## src/design/rfp_pkg.sv

```systemverilog
// ----------------------------------------------------------------------------
// Rangefinder frame parser package
// Types and frame constants shared by the parser and its checker.
// ----------------------------------------------------------------------------
package rfp_pkg;

  typedef logic [7:0]  byte_t;
  typedef logic [15:0] dist_t;
  typedef logic [3:0]  phase_t;

  localparam byte_t HEADER_BYTE = 8'h59;
  localparam int    FRAME_BYTES = 9;

  localparam phase_t PH_HUNT     = 4'd0;
  localparam phase_t PH_HEADER2  = 4'd1;
  localparam phase_t PH_DIST_LO  = 4'd2;
  localparam phase_t PH_DIST_HI  = 4'd3;
  localparam phase_t PH_TEMP_HI  = 4'd7;
  localparam phase_t PH_CHECKSUM = 4'd8;

endpackage

```

## src/design/rangefinder_frame_parser.sv

```systemverilog
// ----------------------------------------------------------------------------
// Rangefinder frame parser
// Recognizes 9-byte rangefinder frames in a serial byte stream and reports
// the distance of every frame whose checksum matches.
// ----------------------------------------------------------------------------
// Each received byte beat passes an input register, then the frame state
// update writes the output register; a byte can be taken every cycle while
// the output is not stalled, and a distance is registered once its checksum
// byte is processed. A frame is two 0x59 header bytes, distance low and high,
// strength low and high, temperature low and high, and a checksum equal to
// the 8-bit sum of the first eight bytes. A wrong second header byte or a
// bad checksum sends the parser back to hunting for a header; a wrong second
// header byte is not reused as a new first header. Input stalls only while a
// distance is held at the output and a byte is waiting to be processed.
module rangefinder_frame_parser (
  input  logic          clk,
  input  logic          rst,
  input  logic          rx_valid,
  output logic          rx_ready,
  input  rfp_pkg::byte_t rx_byte,
  output logic          distance_valid,
  input  logic          distance_ready,
  output rfp_pkg::dist_t distance_cm
);
  import rfp_pkg::*;

  logic   in_valid;
  byte_t  in_byte;
  phase_t phase;
  phase_t phase_next;
  phase_t phase_eff;
  byte_t  running_sum;
  byte_t  running_sum_next;
  byte_t  dist_low_byte;
  byte_t  dist_low_byte_next;
  byte_t  dist_high_byte;
  byte_t  dist_high_byte_next;
  logic   frame_good;
  logic   process;

  assign process  = in_valid && (!distance_valid || distance_ready);
  assign rx_ready = !in_valid || process;

  always_comb begin
    phase_next          = phase;
    running_sum_next    = running_sum;
    dist_low_byte_next  = dist_low_byte;
    dist_high_byte_next = dist_high_byte;
    frame_good          = 1'b0;
    phase_eff           = (phase > PH_CHECKSUM) ? PH_HUNT : phase;
    case (phase_eff) inside
      PH_HUNT: begin
        if (in_byte == HEADER_BYTE) begin
          running_sum_next = in_byte;
          phase_next       = PH_HEADER2;
        end else begin
          phase_next = PH_HUNT;
        end
      end
      PH_HEADER2: begin
        if (in_byte == HEADER_BYTE) begin
          running_sum_next = running_sum + in_byte;
          phase_next       = PH_DIST_LO;
        end else begin
          phase_next = PH_HUNT;
        end
      end
      [PH_DIST_LO:PH_TEMP_HI]: begin
        if (phase_eff == PH_DIST_LO) begin
          dist_low_byte_next = in_byte;
        end
        if (phase_eff == PH_DIST_HI) begin
          dist_high_byte_next = in_byte;
        end
        running_sum_next = running_sum + in_byte;
        phase_next       = phase_eff + 4'd1;
      end
      PH_CHECKSUM: begin
        frame_good = (in_byte == running_sum);
        phase_next = PH_HUNT;
      end
      default: begin
        phase_next = PH_HUNT;
      end
    endcase
  end

  always_ff @(posedge clk) begin
    if (rst) begin
      in_valid       <= 1'b0;
      phase          <= PH_HUNT;
      running_sum    <= '0;
      dist_low_byte  <= '0;
      dist_high_byte <= '0;
      distance_valid <= 1'b0;
    end else begin
      if (rx_valid && rx_ready) begin
        in_valid <= 1'b1;
      end else if (process) begin
        in_valid <= 1'b0;
      end
      if (process) begin
        phase          <= phase_next;
        running_sum    <= running_sum_next;
        dist_low_byte  <= dist_low_byte_next;
        dist_high_byte <= dist_high_byte_next;
      end
      if (process && frame_good) begin
        distance_valid <= 1'b1;
      end else if (distance_ready) begin
        distance_valid <= 1'b0;
      end
    end
  end

  always_ff @(posedge clk) begin
    if (rx_valid && rx_ready) begin
      in_byte <= rx_byte;
    end
    if (process && frame_good) begin
      distance_cm <= {dist_high_byte, dist_low_byte};
    end
  end

endmodule

```

## config.mk

```make
export PLATFORM = sky130hd
export DESIGN_NAME = rangefinder_frame_parser
export DESIGN_NICKNAME = d
export VERILOG_FILES = /design/src/design/rfp_pkg.sv /design/src/design/rangefinder_frame_parser.sv
export SDC_FILE = /design/constraint.sdc
export NUM_CORES = 1
export LEC_CHECK = 0
export ABC_CLOCK_PERIOD_IN_PS = 7450
export BUFFER_PORTS_ARGS = -buffer_cell sky130_fd_sc_hd__buf_4
export CORE_MARGIN = 2
export CORE_UTILIZATION = 50
export DETAILED_ROUTE_END_ITERATION = 7
export PLACE_DENSITY_LB_ADDON = 0.08
export SLEW_MARGIN = 10
export SYNTH_ARGS = -nofsm -noshare
export SYNTH_HDL_FRONTEND = slang
export SYNTH_SLANG_ARGS = --single-unit
```

## constraint.sdc

```tcl
create_clock -name clk -period 7.45 [get_ports clk]
set_input_delay 0 -clock clk [delete_from_list [all_inputs] [get_ports clk]]
set_output_delay 0 -clock clk [all_outputs]
set_load 0.02 [all_outputs]
```

* Word level (Yosys, flattened, before mapping)
Index checks and enable logic that the tools add are counted.
Word-level totals: output and inout port bits 18, flip-flop bits (word level) 54, logic and storage cells 57
Cells by class: equality and inequality tests 8, muxes and demuxes 19, add/subtract/negate cells 2, reduce and logical (&&, ||, !) cells 15, bitwise operators 2, magnitude comparators 3
Operators with widths (count):
- 8-bit two-way mux | 5
- 4-bit two-way mux | 4
- 5-bit AND reduction | 2
- 1-bit two-way mux | 9
- 8-bit adder | 1
- 4-bit by 2-bit == test with 1-bit output, second input constant | 2
- 8-bit by 7-bit == test with 1-bit output, second input constant | 1
- 8-bit == test | 1
- 4-bit by 1-bit adder with 4-bit output, second input constant | 1
- 4-bit by 1-bit == test with 1-bit output, second input constant | 1
- 4-bit == test, second input constant | 1
- 4-bit by 2-bit greater-or-equal comparator with 1-bit output, second input constant | 1
- 4-bit greater-than comparator, second input constant | 1
- 4-bit by 3-bit less-or-equal comparator with 1-bit output, second input constant | 1
- 1-bit logical AND | 4
- 4-bit zero test | 1
- 2-bit by 1-bit inequality test with 1-bit output, second input constant | 2
- 4-bit AND reduction | 1
- 2-bit nonzero test | 2
- 3-bit nonzero test | 1
- 1-bit zero test | 2
- 1-bit logical OR | 2
- 2-bit two-way mux | 1
- 1-bit NOT | 2

* Depth between registers and ports, before layout
word-level depth 9, gate-level depth with buffers 10

* Worst setup path after synthesis
OpenSTA, ideal clock, no wires.
path kind reg-to-reg, from reg in_byte[2], to reg distance_cm[0] (enable), arrival 2.885 ns, stages on the path, launching flop included 5, buffers on the path 0, path slack 4.132 ns, cell sequence edfxtp_1 ha_1 nor4_1 nand4_1 nor4_1
Between the ends: word-level cells in the longest chain between the ends 6
RTL lines:
- start, declared | RTL line rangefinder_frame_parser.sv:28 | byte_t in_byte;
- start signal, assigned | RTL line rangefinder_frame_parser.sv:118 | in_byte <= rx_byte;
- 8-bit == test | RTL line rangefinder_frame_parser.sv:79 | frame_good = (in_byte == running_sum);
- 1-bit two-way mux (4 in a row) | RTL line rangefinder_frame_parser.sv:51 | case (phase_eff) inside
- 1-bit logical AND | RTL line rangefinder_frame_parser.sv:120 | if (process && frame_good) begin
- end signal, assigned | RTL line rangefinder_frame_parser.sv:121 | distance_cm <= {dist_high_byte, dist_low_byte};
- end, declared | RTL line rangefinder_frame_parser.sv:23 | output rfp_pkg::dist_t distance_cm
Every way passes these cells. A chain may end at the register's enable or synchronous reset.

* Worst setup path after layout
from reg phase[3], to reg running_sum[1]
Between the ends: word-level cells in the longest chain between the ends 6
RTL lines:
- start, declared | RTL line rangefinder_frame_parser.sv:29 | phase_t phase;
- start signal, assigned | RTL line rangefinder_frame_parser.sv:103 | phase <= phase_next;
- 4-bit greater-than comparator | RTL line rangefinder_frame_parser.sv:50 | phase_eff = (phase > PH_CHECKSUM) ? PH_HUNT : phase;
- 4-bit two-way mux (*) | RTL line rangefinder_frame_parser.sv:50
- 4-bit by 2-bit greater-or-equal comparator with 1-bit output (no source line) or 4-bit by 3-bit less-or-equal comparator with 1-bit output (tied branches)
- 1-bit logical AND (no source line)
- 3-bit nonzero test (no source line)
- 4-bit AND reduction (no source line)
- end signal, assigned | RTL line rangefinder_frame_parser.sv:104 | running_sum <= running_sum_next;
- end, declared | RTL line rangefinder_frame_parser.sv:32 | byte_t running_sum;
Mark *: on every way between the ends. The rest lies on a longest branch, timed or not.

==> impl_results.md <==
- CORE AREA: 0.004755 sq mm
- Inst Count DP: 317
- Avg Synthesized Cell Area: 10.86 sq um
- CP max FO: 16
- Endpoint, Worst Hold: in_valid
- All-Layer GR Usage: 0.1954
- Period minus WS final: 2.652 ns
- Finish-stage setup viols: 0
- Post-synth EDFFs: 24
- Max-Slew Margin vs Limit: 0.2291
- CP Class: reg -> reg
- Ports: 30
- Largest family of logic cells by synthesized area: simple AND/OR/NAND/NOR gates
- FF-to-FF Start: phase[3]
- CP endpoint kind: flip-flop
- Skew final: 0.007261 ns
- Layout cells sized above 1: 0.1692
- Initial antenna violation count: 0
- Post-DP HPWL: 3.386 mm
- Placement Rows: 25
- Final GP Congestion: 0.8819
- Vias in the first global route: 1,647
- DRC Markers: 0
- Grt ovf: 0
- CTS tree: yes
- Post-Synth Adder-Cell Area: 0.06338
- First-pass GRT wire length: 7.935 mm
- Gate Count Post-Synth: 229
- Skew-Pair Late Insertion Delay: 0.31 ns
- Post-Synthesis Cell Area: 0.002487 sq mm
- P_leak: 1.075 nW
- Largest net degree at the start of global routing: 34
- Seq/Total Area, Yosys: 0.5312
- Via density: 5.378
- DRT Wirelength: 4.935 mm
- Post-synth ARST share: 0
- Worst hold path depth: 4
- Num CTS Buffers: 5
- Slew @ Worst Pin: 1.156 ns
- Root Buffer: clkbuf_8
- Synth Net Count: 253
- Hold-fix buffers, CTS: 9
- Main synth FF type: dfxtp_1
- Setup Buffers After CTS: 0
- Reg2Reg Depth: 5
- DIE HEIGHT: 74.53 um
- H-tree Lvls: 2
- Post-DRT Antenna Nets: 0
- Die W: 74.53 um
- Most frequent cells in the layout: 31 x buf_4, 30 x dfxtp_1, 29 x nor2_1
- Max IR drop VDD: 147.9 uV
- CTS sink count: 54
- DRT Pass-1 Iters: 4
- Crit Reg-Reg Endpoint: running_sum[1]
- Flop2flop setup slack: 4.80 ns
- Setup TNS: 0 ns
- Initial Util: 0.5232
- Power Total: 0.5206 mW
- Max-Cap Viols: 0
- Xor and xnor area share after synthesis: 0.01408
- Fmax achieved: 377.1 MHz
- CTS clk-pin slew, worst paths: 0.09 ns
- Final hold vios: 0
- Post-synthesis mux area share: 0.08501
- Unique masters post-synth: 42
- Outcome: completed
- Critical path startpoint category: flip-flop
- Simple-gate share of the synthesized area: 0.1640
- Nets: 290
- Filler-free cell count of the finished design: 333
- CP required: 7.69 ns
- Pwr dens: 176.8 mW/mm^2
- Routed vias: 1,791
- Slew Limit Fails: 0
- P&R area growth vs syn: 18.41%
- Fin crit share: 0.3560
- Setup repair after global routing missed its margin: false
- Buffers on Ports: 29
- Clock buffer depth: 2
- Worst hold-check path type: in -> reg
- Die area: 0.005555 sq mm
- ANT cells: 0
- Post-CTS Resized: 0
- Wire per inst: 14.82 um
- #FFs+latches synth: 54
- WP data arrival: 2.89 ns
- Fill count: 400
- Most common cell after layout, fill and taps aside: buf_4
- Synth Area in Compound Gates: 0.1097
- Min-delay src: distance_ready
- DR iter-0 viols: 88
- Number of warning messages in the yosys log: 0
## logic make-up (layout without fill, tap and decap cells)
| kind of cell | count (synthesis) | in the layout |
|---|---|---|
| adder cells (fa/ha/maj) | 12 | 12 |
| flip-flops | 54 | 54 |
| AND/OR/NAND/NOR | 79 | 79 |
| buffers and inverters | 20 | 57 |
| AO/OA/AOI/OAI | 39 | 39 |
| multiplexers | 21 | 21 |
| XOR/XNOR | 4 | 4 |
## through the flow
stage	utilization	hold WS (ns)	worst slack [ns]	cell area, sq um
floorplan	-	0.09887	4.132	2487
finish	0.6195	0.06554	4.798	2945
CTS	0.6195	0.03966	4.802	2945
global route	0.6195	0.07269	4.551	2945
detailed placement	0.5832	0.1796	4.833	2773
global placement	0.5832	0.1786	4.953	2773
## state kept, by name (all words and copies together), names as in the netlist
name / count
in_byte: 8
dist_high_byte: 8
running_sum: 8
phase: 4
in_valid: 1
distance_valid: 1
distance_cm: 16
dist_low_byte: 8
## worst max-delay path by stage
stage               slack, ns        from  cells past startpoint              to
floorplan                4.13  in_byte[2]                      4  distance_cm[0]
global placement         4.95    phase[3]                      5  running_sum[1]
detailed placement       4.83    phase[3]                      5  running_sum[1]
CTS                      4.80    phase[3]                      5  running_sum[1]
global route             4.55    phase[3]                      5  running_sum[1]
finish                   4.80    phase[3]                      5  running_sum[1]
## cell usage after synthesis (2+ instances only)
master | n | area, sq um
mux2i_1 | 20 | 200.2
o211ai_1 | 2 | 15.01
and3_1 | 2 | 12.51
clkbuf_1 | 3 | 11.26
a21o_1 | 3 | 22.52
a211oi_1 | 9 | 67.56
inv_1 | 10 | 37.54
nor2_1 | 29 | 108.9
o21ai_0 | 6 | 30.03
ha_1 | 11 | 137.6
nand4_1 | 3 | 18.77
nand2b_1 | 8 | 50.05
buf_1 | 2 | 7.510
nor4_1 | 2 | 12.51
nor4bb_1 | 2 | 20.02
dfxtp_1 | 30 | 600.6
nor3_1 | 3 | 15.01
clkbuf_2 | 2 | 10.01
nor2b_1 | 3 | 18.77
nand2_1 | 10 | 37.54
edfxtp_1 | 24 | 720.7
nand3_1 | 10 | 50.05
buf_2 | 3 | 15.01
a21oi_1 | 10 | 50.05
xnor2_1 | 3 | 26.28
a311oi_1 | 2 | 17.52
and2_1 | 2 | 12.51
## where the power goes
group | switching (mW) | internal, mW | leakage [nW] | total, mW
sequential | 0.00807 | 0.313 | 0.469 | 0.321
clock | 0.0934 | 0.0651 | 0.0444 | 0.158
combinational | 0.0216 | 0.0195 | 0.561 | 0.0411
## cell type report
class	instances	area, sq um	share of cell area
clock buffers	5	68.82	0.02336
clock inverters	2	13.76	0.004673
inverters	10	37.54	0.01274
multi-input cells	155	1097	0.3726
flip-flops and latches	54	1321	0.4486
well taps	67	83.83	0.02846
repair buffers	40	322.8	0.1096
## worst max-delay path, cell delays in order (launching register included)
cell and delay (ns):
dfxtp_1 0.45, or4b_1 0.62, o211a_4 0.24, a21oi_1 0.88, o211ai_1 0.18, a21oi_1 0.20
## layer usage
metal | global-route usage | wire (um)
met4 | 0.06548 | 65
met3 | 0.04743 | 127
met2 | 0.3137 | 2314
met1 | 0.2613 | 2428
met5 | 0 | 0
(Power assumes the default switching activity.)
